File: config.mk
export PLATFORM = sky130hd
export DESIGN_NAME = lpph_ctrl
export DESIGN_NICKNAME = d
export VERILOG_FILES = /design/src/hw/rtl/lpph_pkg.sv /design/src/hw/rtl/lpph_ctrl.sv
export SDC_FILE = /design/constraint.sdc
export NUM_CORES = 1
export LEC_CHECK = 0
export BUFFER_PORTS_ARGS = -buffer_cell sky130_fd_sc_hd__clkbuf_2
export CORE_AREA = 4 4 41 43
export DETAILED_ROUTE_END_ITERATION = 10
export DIE_AREA = 0 0 45 47
export SLEW_MARGIN = 20
export SYNTH_ARGS = -nofsm -noshare
export SYNTH_HDL_FRONTEND = slang
export SYNTH_SLANG_ARGS = --single-unit
File: constraint.sdc
create_clock -name i_clk -period 3.45 [get_ports i_clk]
set_input_delay 0.345 -clock i_clk [delete_from_list [all_inputs] [get_ports i_clk]]
set_output_delay 0.345 -clock i_clk [all_outputs]
set_load 0.05 [all_outputs]
File: src/hw/rtl/lpph_pkg.sv
package lpph_pkg;

    localparam int OUT_W = 32;

    localparam logic       OP_STREAM  = 1'b0;
    localparam logic       OP_READ    = 1'b1;
    localparam logic       KIND_FRAME = 1'b0;
    localparam logic       KIND_READ  = 1'b1;

    localparam logic [7:0] CHAR_MARK  = 8'h23;
    localparam logic [7:0] CHAR_ZERO  = 8'h30;
    localparam logic [7:0] CHAR_NINE  = 8'h39;
    localparam logic [7:0] PRINT_LO   = 8'd32;
    localparam logic [7:0] PRINT_HI   = 8'd126;

    typedef enum logic [2:0] {
        S_CLEAR,
        S_IDLE,
        S_READ,
        S_UPD,
        S_CHECK,
        S_MERGE,
        S_MTAIL,
        S_FIN
    } t_state;

    typedef struct packed {
        logic clr_wr;
        logic byte_acc;
        logic rd_acc;
        logic hist_upd;
        logic merge_rd;
        logic load_rd;
        logic load_fin;
    } t_cmd;

    typedef struct packed {
        logic is_read;
        logic in_payload;
        logic pay_hit;
        logic fin_now;
        logic frame_done;
        logic sweep_last;
        logic out_free;
    } t_stat;

endpackage

File: src/hw/rtl/lpph_ctrl.sv
module lpph_ctrl (
    input  logic            i_clk,
    input  logic            i_rst_n,
    input  logic            i_in_valid,
    output logic            o_in_ready,
    input  lpph_pkg::t_stat i_stat,
    output lpph_pkg::t_cmd  o_cmd
);

    lpph_pkg::t_state r_state;
    lpph_pkg::t_state n_state;

    always_ff @(posedge i_clk) begin
        if (!i_rst_n) begin
            r_state <= lpph_pkg::S_CLEAR;
        end else begin
            r_state <= n_state;
        end
    end

    always_comb begin
        n_state = r_state;
        case (r_state)
            lpph_pkg::S_CLEAR: begin
                if (i_stat.sweep_last) n_state = lpph_pkg::S_IDLE;
            end
            lpph_pkg::S_IDLE: begin
                if (i_in_valid) begin
                    if (i_stat.is_read) begin
                        n_state = lpph_pkg::S_READ;
                    end else if (i_stat.in_payload) begin
                        n_state = i_stat.pay_hit ? lpph_pkg::S_UPD : lpph_pkg::S_CHECK;
                    end else if (i_stat.fin_now) begin
                        n_state = lpph_pkg::S_FIN;
                    end
                end
            end
            lpph_pkg::S_READ: begin
                if (i_stat.out_free) n_state = lpph_pkg::S_IDLE;
            end
            lpph_pkg::S_UPD: begin
                n_state = lpph_pkg::S_CHECK;
            end
            lpph_pkg::S_CHECK: begin
                n_state = i_stat.frame_done ? lpph_pkg::S_MERGE : lpph_pkg::S_IDLE;
            end
            lpph_pkg::S_MERGE: begin
                if (i_stat.sweep_last) n_state = lpph_pkg::S_MTAIL;
            end
            lpph_pkg::S_MTAIL: begin
                n_state = lpph_pkg::S_FIN;
            end
            lpph_pkg::S_FIN: begin
                if (i_stat.out_free) n_state = lpph_pkg::S_IDLE;
            end
            default: begin
                n_state = lpph_pkg::S_CLEAR;
            end
        endcase
    end

    always_comb begin
        o_cmd      = '0;
        o_in_ready = 1'b0;
        case (r_state)
            lpph_pkg::S_CLEAR: begin
                o_cmd.clr_wr = 1'b1;
            end
            lpph_pkg::S_IDLE: begin
                o_in_ready     = 1'b1;
                o_cmd.rd_acc   = i_in_valid & i_stat.is_read;
                o_cmd.byte_acc = i_in_valid & ~i_stat.is_read;
            end
            lpph_pkg::S_READ: begin
                o_cmd.load_rd = i_stat.out_free;
            end
            lpph_pkg::S_UPD: begin
                o_cmd.hist_upd = 1'b1;
            end
            lpph_pkg::S_MERGE: begin
                o_cmd.merge_rd = 1'b1;
            end
            lpph_pkg::S_FIN: begin
                o_cmd.load_fin = i_stat.out_free;
            end
            default: begin
                o_cmd = '0;
            end
        endcase
    end

endmodule

==> results of run 1 <==
==> worst max path at each step <==
stage | cells after the start | slack (ps) | to
floorplan | 2 | 1060 | o_cmd[1]
global placement | 3 | 1850 | o_cmd[5]
detailed placement | 3 | 1810 | o_cmd[4]
CTS | 3 | 1550 | o_cmd[4]
global route | 3 | 1470 | o_cmd[4]
finish | 3 | 1560 | o_cmd[4]
==> cells in the mapped netlist, drive strengths merged <==
cell	number	area (um2)
nor2	3	11.26
a31oi	1	6.260
dfxtp	3	60.06
nor3	2	10.01
nand2	5	18.77
nor3b	1	12.51
clkbuf	1	3.750
or2	2	12.51
o2111a	1	11.26
o22ai	1	6.260
o221a	1	11.26
o21a	1	7.510
a41o	1	10.01
nor4bb	1	10.01
nand2b	1	6.260
buf	2	16.26
o31ai	2	15.01
nor2b	1	6.260
a21oi	1	5.000
o311a	1	10.01
o21bai	1	7.510
nand3	1	5.000
xor2	1	8.760
mux2	1	11.26
and3	1	6.260
and3b	2	18.77
nor4b	1	8.760
==> cells in the final DEF (no fill, tap or decap), drive strengths merged <==
| cell type | n |
|---|---|
| a21oi | 1 |
| a31oi | 1 |
| a41o | 1 |
| and3 | 1 |
| and3b | 2 |
| clkbuf | 21 |
| dfxtp | 3 |
| mux2 | 1 |
| nand2 | 5 |
| nand2b | 1 |
| nand3 | 1 |
| nor2 | 3 |
| nor2b | 1 |
| nor3 | 2 |
| nor3b | 1 |
| nor4b | 1 |
| nor4bb | 1 |
| o2111a | 1 |
| o21a | 1 |
| o21bai | 1 |
| o221a | 1 |
| o22ai | 1 |
| o311a | 1 |
| o31ai | 2 |
| or2 | 2 |
| xor2 | 1 |
==> layout make-up <==
cell class	instances	area, um2
clock buffer	4	26.28
tap	15	18.77
fill	153	874.6
multi-input combinational	34	236.5
sequential	3	60.06
timing repair buffer	17	85.08
==> stage by stage <==
stage | area (um2) | util, %
floorplan | 316.6 | -
global placement | 400.4 | 30.77
detailed placement | 400.4 | 30.77
CTS | 426.7 | 32.79
global route | 426.7 | 32.79
finish | 426.7 | 32.79
==> logic make-up after synthesis <==
| kind of cell | count (synthesis) |
|---|---|
| and+or+nand+nor | 21 |
| AOI/OAI and AO/OA | 11 |
| buffers and inverters | 3 |
| muxes | 1 |
| xor gates and xnor gates | 1 |
| DFF | 3 |
==> power breakdown <==
part,switching [mW],internal (mW)
Clock,0.0181,0.0433
Combinational,0.0833,0.0434
Sequential,0.0206,0.0421
Total,0.122,0.129
==> layer usage <==
metal | part of all wire (%) | vias up | track usage, % | routed length [um]
met5 | 0 | - | 0 | 0
met1 | 45 | 159 | 9.091 | 356
met3 | 5.5 | 0 | 1.533 | 44
li1 | - | 189 | - | -
met2 | 50 | 7 | 12.43 | 398
met4 | 0 | 0 | 8.772 | 0
==> critical path, delay by kind of cell (launching register included) <==
kind                   cells  cell delay (ps)
buffers and inverters      1              270
AND/OR/NAND/NOR            2              510
flip-flops                 1              530
==> results.txt, run 1 <==
Pre-CTS WS: 1813 ps
Buffers on Ports: 17
Yosys warning count: 0
H-tree depth: 1
Critical Path Max Stage Delay: 530 ps
Vias per inst: 4.863
Largest net degree at the start of global routing: 14
Worst Reg2Reg Path Length in Cells: 3
DR vias: 355
Layout cell share with drive strength beyond 1: 39.66%
Resize count post-CTS: 0
Layout Skew: 1.353 ps
Max FFs per register: 3
Drc violations: 0
Min cycle time layout: 1891 ps
Critical path required time: 3110 ps
Setup TNS: 0 ps
Final worst slack: 1559 ps
Critical Path Start: r_state[0]$_SDFFE_PN0P_
Total of max-cap violations: 0
Tot GR Track Use: 8.136%
Adder-cell share of the synthesized area: 0%
Peak supply drop: 0.2599 mV
Die area: 2115 um2
DR iter-0 viols: 1
Final Instance Count excl. Fillers: 73
Num rows: 13
Total Wirelength: 800 um
Hold path endpoint: r_state[0]$_SDFFE_PN0P_
Number of cells after detailed placement: 69
Pre-Repair DR Iteration Count: 3
Largest register by flop count: r_state
Vias in the first global route: 308
Initial Utilization: 24.33%
CP Capture Type: output pin
First-pass GRT wire length: 1.207 mm
Initial antenna violation count: 0
RSZ-0062 raised after global routing: no
Status: finished clean
Largest family of logic cells by synthesized area: simple AND/OR/NAND/NOR gates
Overall power: 0.2509 mW
DP HPWL: 619.6 um
Fmax achieved: 0.5288 GHz
Ant. Diodes: 0
# Post-CTS Setup Buffers: 0
Final hold viol count: 0
I/O Pins: 18
Crit path cell chain: nor3b_2, and3_1, clkbuf_2
Crit Path Category: flip-flop to output pin
CTS Buf Count: 3
Reg2reg setup slack: 1980 ps
Leak Pwr: 0.2114 nW
Total gr overflow: 0
CTS tree: yes
# clock sinks: 3
Post-DRT Antenna Nets: 0
Hold Startpoint: i_rst_n
Die height: 47 um
Clk root buf: clkbuf_4
Die width: 45 um
Final setup fails: 0
Worst Hold Depth: 3
Top Registers: r_state: 3 flops
Slew HR: 72.12%
Routability cong.: 0.7147
Worst slew pin tran: 417.6 ps
Wire per inst: 10.96 um
CORE AREA: 1301 um2
Hold-fix buffers at CTS: 0
Power per cell area: 587.9 nW/um2
R2R Path Start: r_state[1]$_SDFFE_PN0P_
Simple-gate share of the synthesized area: 39.92%
Synth Area per Inst: 7.914 um2
Mapped Cells: 40
Fin crit share: 54.81%
CP max stage cell: dfxtp_1
Synth Area in Compound Gates: 28.46%
Max-slew violations: 0
Clock Latency Late Sink: 230 ps
Netlist Area Pre-Place: 316.6 um2
CTS clk-pin slew, worst paths: 40 ps
Register area share after synthesis: 18.97%
R2R Path End: r_state[2]$_SDFFE_PN0P_
Worst Hold Slack: 382.0 ps
Synthesis-stage register bit count: 3
Nets: 69
Library cells used by synthesis: 29
Multiplexer area fraction after synthesis: 3.557%
Synthesized Nets: 50
Setup crit start kind: flip-flop
Post-synthesis xor/xnor area fraction: 2.767%
Max clock buf depth: 2
Worst Path Max Fanout: 12
HP Class: input port to flip-flop
Arrival time worst endpoint: 1550 ps
Area growth, synth to finish: 34.78%
(Power assumes the default switching activity.)
==> run 2: changes to the inputs <==
==> constraint.sdc (replaced) <==
create_clock -name i_clk -period 1.7 [get_ports i_clk]
set_input_delay 0.17 -clock i_clk [delete_from_list [all_inputs] [get_ports i_clk]]
set_output_delay 0.17 -clock i_clk [all_outputs]
set_load 0.05 [all_outputs]
==> run 2 against run 1 <==
Non-clock buffer count is 1 higher; largest cell class unchanged; global-route usage is 1.0 points higher; sequential share of layout area is 0.61 points lower; sequential cell count stayed put.
==> results.txt, run 2 (synthesis gave the netlist of run 1 again) <==
CTS tree: yes (unchanged)
Arrival time worst endpoint: 1380 ps (was 1550 ps)
Switching Share: 47.88% (was 48.64%)
Fillers: 159 (was 153)
CTS Buf Count: 3 (unchanged)
Number of cells after detailed placement: 70 (was 69)
Die width: 45 um (unchanged)
Nets: 70 (was 69)
Overall power: 0.5386 mW (was 0.2509 mW)
Critical Path Max Stage Delay: 420 ps (was 530 ps)
Critical path required time: 1530 ps (was 3110 ps)
Clk root buf: clkbuf_4 (unchanged)
CP Capture Type: output pin (unchanged)
Total gr overflow: 0 (unchanged)
HP Class: input port to flip-flop (unchanged)
Layout cell share with drive strength beyond 1: 49.15% (was 39.66%)
Vias in the first global route: 363 (was 308)
Met2 track demand over resource: 15.25% (was 12.43%)
R2R Path Start: r_state[1]$_SDFFE_PN0P_ (unchanged)
Clk pwr share: 23.0% (was 24.5%)
Hold path endpoint: r_state[1]$_SDFFE_PN0P_ (was r_state[0]$_SDFFE_PN0P_)
# Post-CTS Setup Buffers: 0 (unchanged)
Initial antenna violation count: 0 (unchanged)
Final Instance Count excl. Fillers: 74 (was 73)
Die area: 2115 um2 (unchanged)
Crit path cell chain: nor3b_4, and3_2, clkbuf_2 (was nor3b_2, and3_1, clkbuf_2)
First-pass GRT wire length: 1.400 mm (was 1.207 mm)
Peak supply drop: 0.4877 mV (was 0.2599 mV)
Die height: 47 um (unchanged)
I/O Pins: 18 (unchanged)
Drc violations: 0 (unchanged)
Total Wirelength: 835 um (was 800 um)
Post-DRT Antenna Nets: 0 (unchanged)
Setup TNS: 0 ps (unchanged)
Worst Path Max Fanout: 7 (was 12)
CTS clk-pin slew, worst paths: 40 ps (about the same)
Worst Hold Depth: 2 (was 3)
Commonest cells after routing, fill and taps aside: 17 x clkbuf_2, 5 x nand2_1, 3 x nor2_1, 3 x clkbuf_4 (was 17 x clkbuf_2, 5 x nand2_1, 3 x nor2_1, 3 x clkbuf_4, 3 x dfxtp_1)
Worst Reg2Reg Path Length in Cells: 3 (unchanged)
Comb power frac: 53.6% (was 50.5%)
Setup crit start kind: flip-flop (unchanged)
Crit path buffers/inverters: 1 (unchanged)
Layout Skew: 1.071 ps (was 1.353 ps)
DR vias: 374 (was 355)
R2R Path End: r_state[2]$_SDFFE_PN0P_ (unchanged)
Pre-Repair DR Iteration Count: 4 (was 3)
Most common cell after layout, fill and taps aside: clkbuf_2 (unchanged)
RSZ-0062 raised after global routing: no (unchanged)
Min cycle time layout: 1547 ps
Largest net degree at the start of global routing: 14 (unchanged)
Met1 Resource Use GR: 9.955% (was 9.091%)
H-tree depth: 1 (unchanged)
Leak Pwr: 0.2173 nW (was 0.2114 nW)
CORE AREA: 1301 um2 (unchanged)
Status: finished clean (unchanged)
CP top delay family: simple AND/OR/NAND/NOR gates (was flip-flops)
Wire per inst: 11.28 um (was 10.96 um)
DR iter-0 viols: 3 (was 1)
Routability cong.: 0.7169 (was 0.7147)
Worst slew pin tran: 368.8 ps (was 417.6 ps)
Slew HR: 75.38% (was 72.12%)
Met3 Use GR: 2.682% (was 1.533%)
Cell internal pwr: 0.2807 mW (was 0.1289 mW)
Fin crit share: 91.01%
Buffers on Ports: 17 (unchanged)
GRT busiest layer: met2 (unchanged)
Final hold viol count: 0 (unchanged)
Reg power frac: 23.4% (was 25.0%)
CP max stage cell: dfxtp_1 (unchanged)
Worst Hold Slack: 212.5 ps (was 382.0 ps)
Vias per inst: 5.054 (was 4.863)
Power per cell area: 1183 nW/um2 (was 587.9 nW/um2)
Clock Latency Late Sink: 230 ps (about the same)
DP HPWL: 660.1 um (was 619.6 um)
Reg2reg setup slack: 180 ps (was 1980 ps)
Largest register by flop count: r_state (unchanged)
Switching power total: 0.2579 mW (was 0.1220 mW)
Num rows: 13 (unchanged)
Crit Path Category: flip-flop to output pin (unchanged)
Hold Startpoint: i_rst_n (unchanged)
Ant. Diodes: 0 (unchanged)
Max clock buf depth: 2 (unchanged)
Final setup fails: 0 (unchanged)
Max-slew violations: 0 (unchanged)
Area growth, synth to finish: 43.87% (was 34.78%)
Fmax achieved: 0.6464 GHz
Tot GR Track Use: 9.148% (was 8.136%)
Initial Utilization: 24.33% (unchanged)
Max FFs per register: 3 (unchanged)
Top Registers: r_state: 3 flops (unchanged)
# clock sinks: 3 (unchanged)
Total of max-cap violations: 0 (unchanged)
## run 2: cell types whose count changed in the layout (fill, tap and decap cells not counted), sizes merged
cell,previous run,this run
buf,0,1
## run 2: final cells by class
type                            instances  area [um2]  area share (%)
Sequential cell                         3       61.31           13.46
Multi-Input combinational cell         34       256.5           56.32
Tap cell                               15       18.77           4.121
Timing Repair Buffer                   18       92.59           20.33
Clock buffer                            4       26.28           5.769
## run 2: worst register-to-register path, stage by stage, from the launching register on
cell and delay [ps]:
dfxtp_1 530, mux2_2 420, or2_1 240, a41o_1 230
## run 2: worst max path at each step
| stage | from | to | slack [ps] | cells after the start |
|---|---|---|---|---|
| after global placement | r_state[1]$_SDFFE_PN0P_ | r_state[2]$_SDFFE_PN0P_ | 210 | 3 |
| after global routing | r_state[1]$_SDFFE_PN0P_ | o_cmd[1] | 30 | 2 |
| after detailed placement | r_state[1]$_SDFFE_PN0P_ | r_state[2]$_SDFFE_PN0P_ | 190 | 3 |
| after floorplan | r_state[0]$_SDFFE_PN0P_ | o_cmd[1] | -30 | 2 |
| after CTS | r_state[2]$_SDFFE_PN0P_ | o_cmd[4] | 80 | 3 |
| final | r_state[0]$_SDFFE_PN0P_ | o_cmd[4] | 150 | 3 |
## run 2: per-stage QoR
step           setup slack, ps  instance area (um2)  util [%]
6_report                 152.9                455.4     35.00
4_1_cts                  83.42                454.2     34.90
3_3_place_gp             206.7                427.9     32.88
3_5_place_dp             193.1                427.9     32.88
2_1_floorplan           -28.26                336.6         -
5_1_grt                  28.13                455.4     35.00
## run 2: power by group through the flow
stage	Clock (mW)	Combinational, mW	Sequential [mW]
2_1_floorplan	0	0.263	0.0966
3_3_place_gp	0	0.286	0.126
3_5_place_dp	0	0.288	0.126
4_1_cts	0.132	0.289	0.125
5_1_grt	0.135	0.311	0.132
6_report	0.124	0.289	0.126
## run 2: what timing repair did
item	in CTS	in global routing
setup endpoints to repair	0	3
hold buffers	0	0
resized for setup	0	1
## run 2: per-layer routing
metal	vias up	wire length, um
li1	193	-
met1	170	346
met2	11	427
met3	0	62
met4	0	0
met5	-	0
==> run 3: changes to the inputs <==
--- a/config.mk
+++ b/config.mk
@@ -9,6 +9,7 @@
 export CORE_AREA = 4 4 41 43
 export DETAILED_ROUTE_END_ITERATION = 10
 export DIE_AREA = 0 0 45 47
+export RECOVER_POWER = 50
 export SLEW_MARGIN = 20
 export SYNTH_ARGS = -nofsm -noshare
 export SYNTH_HDL_FRONTEND = slang
==> run 3 against run 2 <==
Die area unchanged; register-to-register slack about the same; core utilization down 0.48 points; sequential cell count unchanged; sequential power about the same; critical path type unchanged; critical endpoint unchanged; largest cell class unchanged.
==> results.txt, run 3 (synthesis gave the netlist of run 1 again) <==
Cell internal pwr: 0.2763 mW (was 0.2807 mW)
RSZ-0062 raised after global routing: no (unchanged)
Status: finished clean (unchanged)
Drc violations: 0 (unchanged)
Pre-CTS WS: 193.1 ps (unchanged)
Final worst slack: 153.5 ps (was 152.9 ps)
Routability cong.: 0.7169 (unchanged)
Hold-fix buffers at CTS: 0 (unchanged)
# clock sinks: 3 (unchanged)
Overall power: 0.5321 mW (was 0.5386 mW)
Clk root buf: clkbuf_4 (unchanged)
Critical path required time: 1530 ps (about the same)
Crit path cell chain: nor3b_4, and3_2, clkbuf_2 (unchanged)
Total Wirelength: 837 um (was 835 um)
Ant. Diodes: 0 (unchanged)
Total gr overflow: 0 (unchanged)
Initial antenna violation count: 0 (unchanged)
CP top delay family: simple AND/OR/NAND/NOR gates (unchanged)
Pre-Repair DR Iteration Count: 3 (was 4)
Commonest cells after routing, fill and taps aside: 17 x clkbuf_2, 5 x nand2_1, 3 x nor2_1, 3 x clkbuf_4 (unchanged)
CP max stage cell: dfxtp_1 (unchanged)
Nets: 70 (unchanged)
DR vias: 368 (was 374)
Die area: 2115 um2 (unchanged)
Initial Utilization: 24.33% (unchanged)
CTS clk-pin slew, worst paths: 40 ps (about the same)
DR iter-0 viols: 2 (was 3)
Setup crit start kind: flip-flop (unchanged)
Area growth, synth to finish: 41.90% (was 43.87%)
CP Capture Type: output pin (unchanged)
Vias per inst: 4.973 (was 5.054)
Leak Pwr: 0.2172 nW (was 0.2173 nW)
Max clock buf depth: 2 (unchanged)
Post-layout util: 34.52% (was 35.00%)
Wire per inst: 11.31 um (was 11.28 um)
Min cycle time layout: 1547 ps (about the same)
CORE AREA: 1301 um2 (unchanged)
Hold path endpoint: r_state[1]$_SDFFE_PN0P_ (unchanged)
Final hold viol count: 0 (unchanged)
Largest net degree at the start of global routing: 14 (unchanged)
DP HPWL: 660.1 um (unchanged)
Worst slew pin tran: 356.9 ps (was 368.8 ps)
CTS Buf Count: 3 (unchanged)
Switching power total: 0.2558 mW (was 0.2579 mW)
Hold Startpoint: i_rst_n (unchanged)
Total of max-cap violations: 0 (unchanged)
Most common cell after layout, fill and taps aside: clkbuf_2 (unchanged)
Max-slew violations: 0 (unchanged)
Post-DRT Antenna Nets: 0 (unchanged)
Fin crit share: 90.97% (was 91.01%)
Worst Path Max Fanout: 7 (unchanged)
I/O Pins: 18 (unchanged)
Worst Hold Depth: 2 (unchanged)
Die width: 45 um (unchanged)
Critical Path Max Stage Delay: 420 ps (about the same)
Max FFs per register: 3 (unchanged)
# Post-CTS Setup Buffers: 0 (unchanged)
Arrival time worst endpoint: 1380 ps (about the same)
Die height: 47 um (unchanged)
Layout Skew: 1.071 ps (unchanged)
CTS tree: yes (unchanged)
Worst Reg2Reg Path Length in Cells: 3 (unchanged)
Switching Share: 48.07% (was 47.88%)
Clock Latency Late Sink: 230 ps (about the same)
Resize count post-CTS: 0 (unchanged)
Crit path buffers/inverters: 1 (unchanged)
Setup TNS: 0 ps (unchanged)
Top Registers: r_state: 3 flops (unchanged)
Power per cell area: 1185 nW/um2 (was 1183 nW/um2)
Tot GR Track Use: 9.148% (unchanged)
Peak supply drop: 0.4838 mV (was 0.4877 mV)
Num rows: 13 (unchanged)
Comb power frac: 53.2% (was 53.6%)
Vias in the first global route: 363 (unchanged)
Reg2reg setup slack: 180 ps (about the same)
HP Class: input port to flip-flop (unchanged)
R2R Path End: r_state[2]$_SDFFE_PN0P_ (unchanged)
H-tree depth: 1 (unchanged)
R2R Path Start: r_state[1]$_SDFFE_PN0P_ (unchanged)
Fmax achieved: 0.6466 GHz (was 0.6464 GHz)
Reg power frac: 23.5% (was 23.4%)
Clk pwr share: 23.3% (was 23.0%)
Final setup fails: 0 (unchanged)
Buffers on Ports: 17 (unchanged)
First-pass GRT wire length: 1.400 mm (unchanged)
Crit Path Category: flip-flop to output pin (unchanged)
Layout cell share with drive strength beyond 1: 44.07% (was 49.15%)
Slew HR: 76.18% (was 75.38%)
Largest register by flop count: r_state (unchanged)
## run 3: cell types whose count changed in the layout (fill, tap and decap cells not counted)
cell,previous run,this run
mux2_2,1,0
mux2_1,0,1
nor3_1,1,2
and3b_1,0,1
and3b_2,2,1
nor3_2,1,0
## run 3: power by group through the flow
stage	Sequential, mW	Clock (mW)	Combinational (mW)
6_report	0.125	0.124	0.283
5_1_grt	0.131	0.135	0.306
2_1_floorplan	0.0966	0	0.263
4_1_cts	0.125	0.132	0.289
3_5_place_dp	0.126	0	0.288
3_3_place_gp	0.126	0	0.286
## run 3: through the flow
step,cell area (um2),hold WS [ps],std cells
CTS,454.2,203.2,74
floorplan,336.6,299.0,40
global route,449.2,218.6,74
finish,449.2,212.5,74
detailed placement,427.9,453.3,70
global placement,427.9,446.2,70
## run 3: worst max-delay path by stage
stage | from | to | slack [ps] | cells after the start
CTS | r_state[2]$_SDFFE_PN0P_ | o_cmd[4] | 80 | 3
detailed placement | r_state[1]$_SDFFE_PN0P_ | r_state[2]$_SDFFE_PN0P_ | 190 | 3
floorplan | r_state[0]$_SDFFE_PN0P_ | o_cmd[1] | -30 | 2
finish | r_state[0]$_SDFFE_PN0P_ | o_cmd[4] | 150 | 3
global placement | r_state[1]$_SDFFE_PN0P_ | r_state[2]$_SDFFE_PN0P_ | 210 | 3
global route | r_state[1]$_SDFFE_PN0P_ | o_cmd[1] | 40 | 2
## run 3: final cells by class
class	instances	area, um2
Fill cell	161	852.1
Tap cell	15	18.77
Clock buffer	4	26.28
Timing Repair Buffer	18	92.59
Multi-Input combinational cell	34	250.2
Sequential cell	3	61.31
## run 3: per-layer routing
| metal | GRT usage (%) | up-vias | wire length [um] |
|---|---|---|---|
| li1 | - | 192 | - |
| met1 | 9.955 | 168 | 364 |
| met2 | 15.25 | 8 | 422 |
| met3 | 2.682 | 0 | 50 |
| met4 | 6.433 | 0 | 0 |
| met5 | 0 | - | 0 |
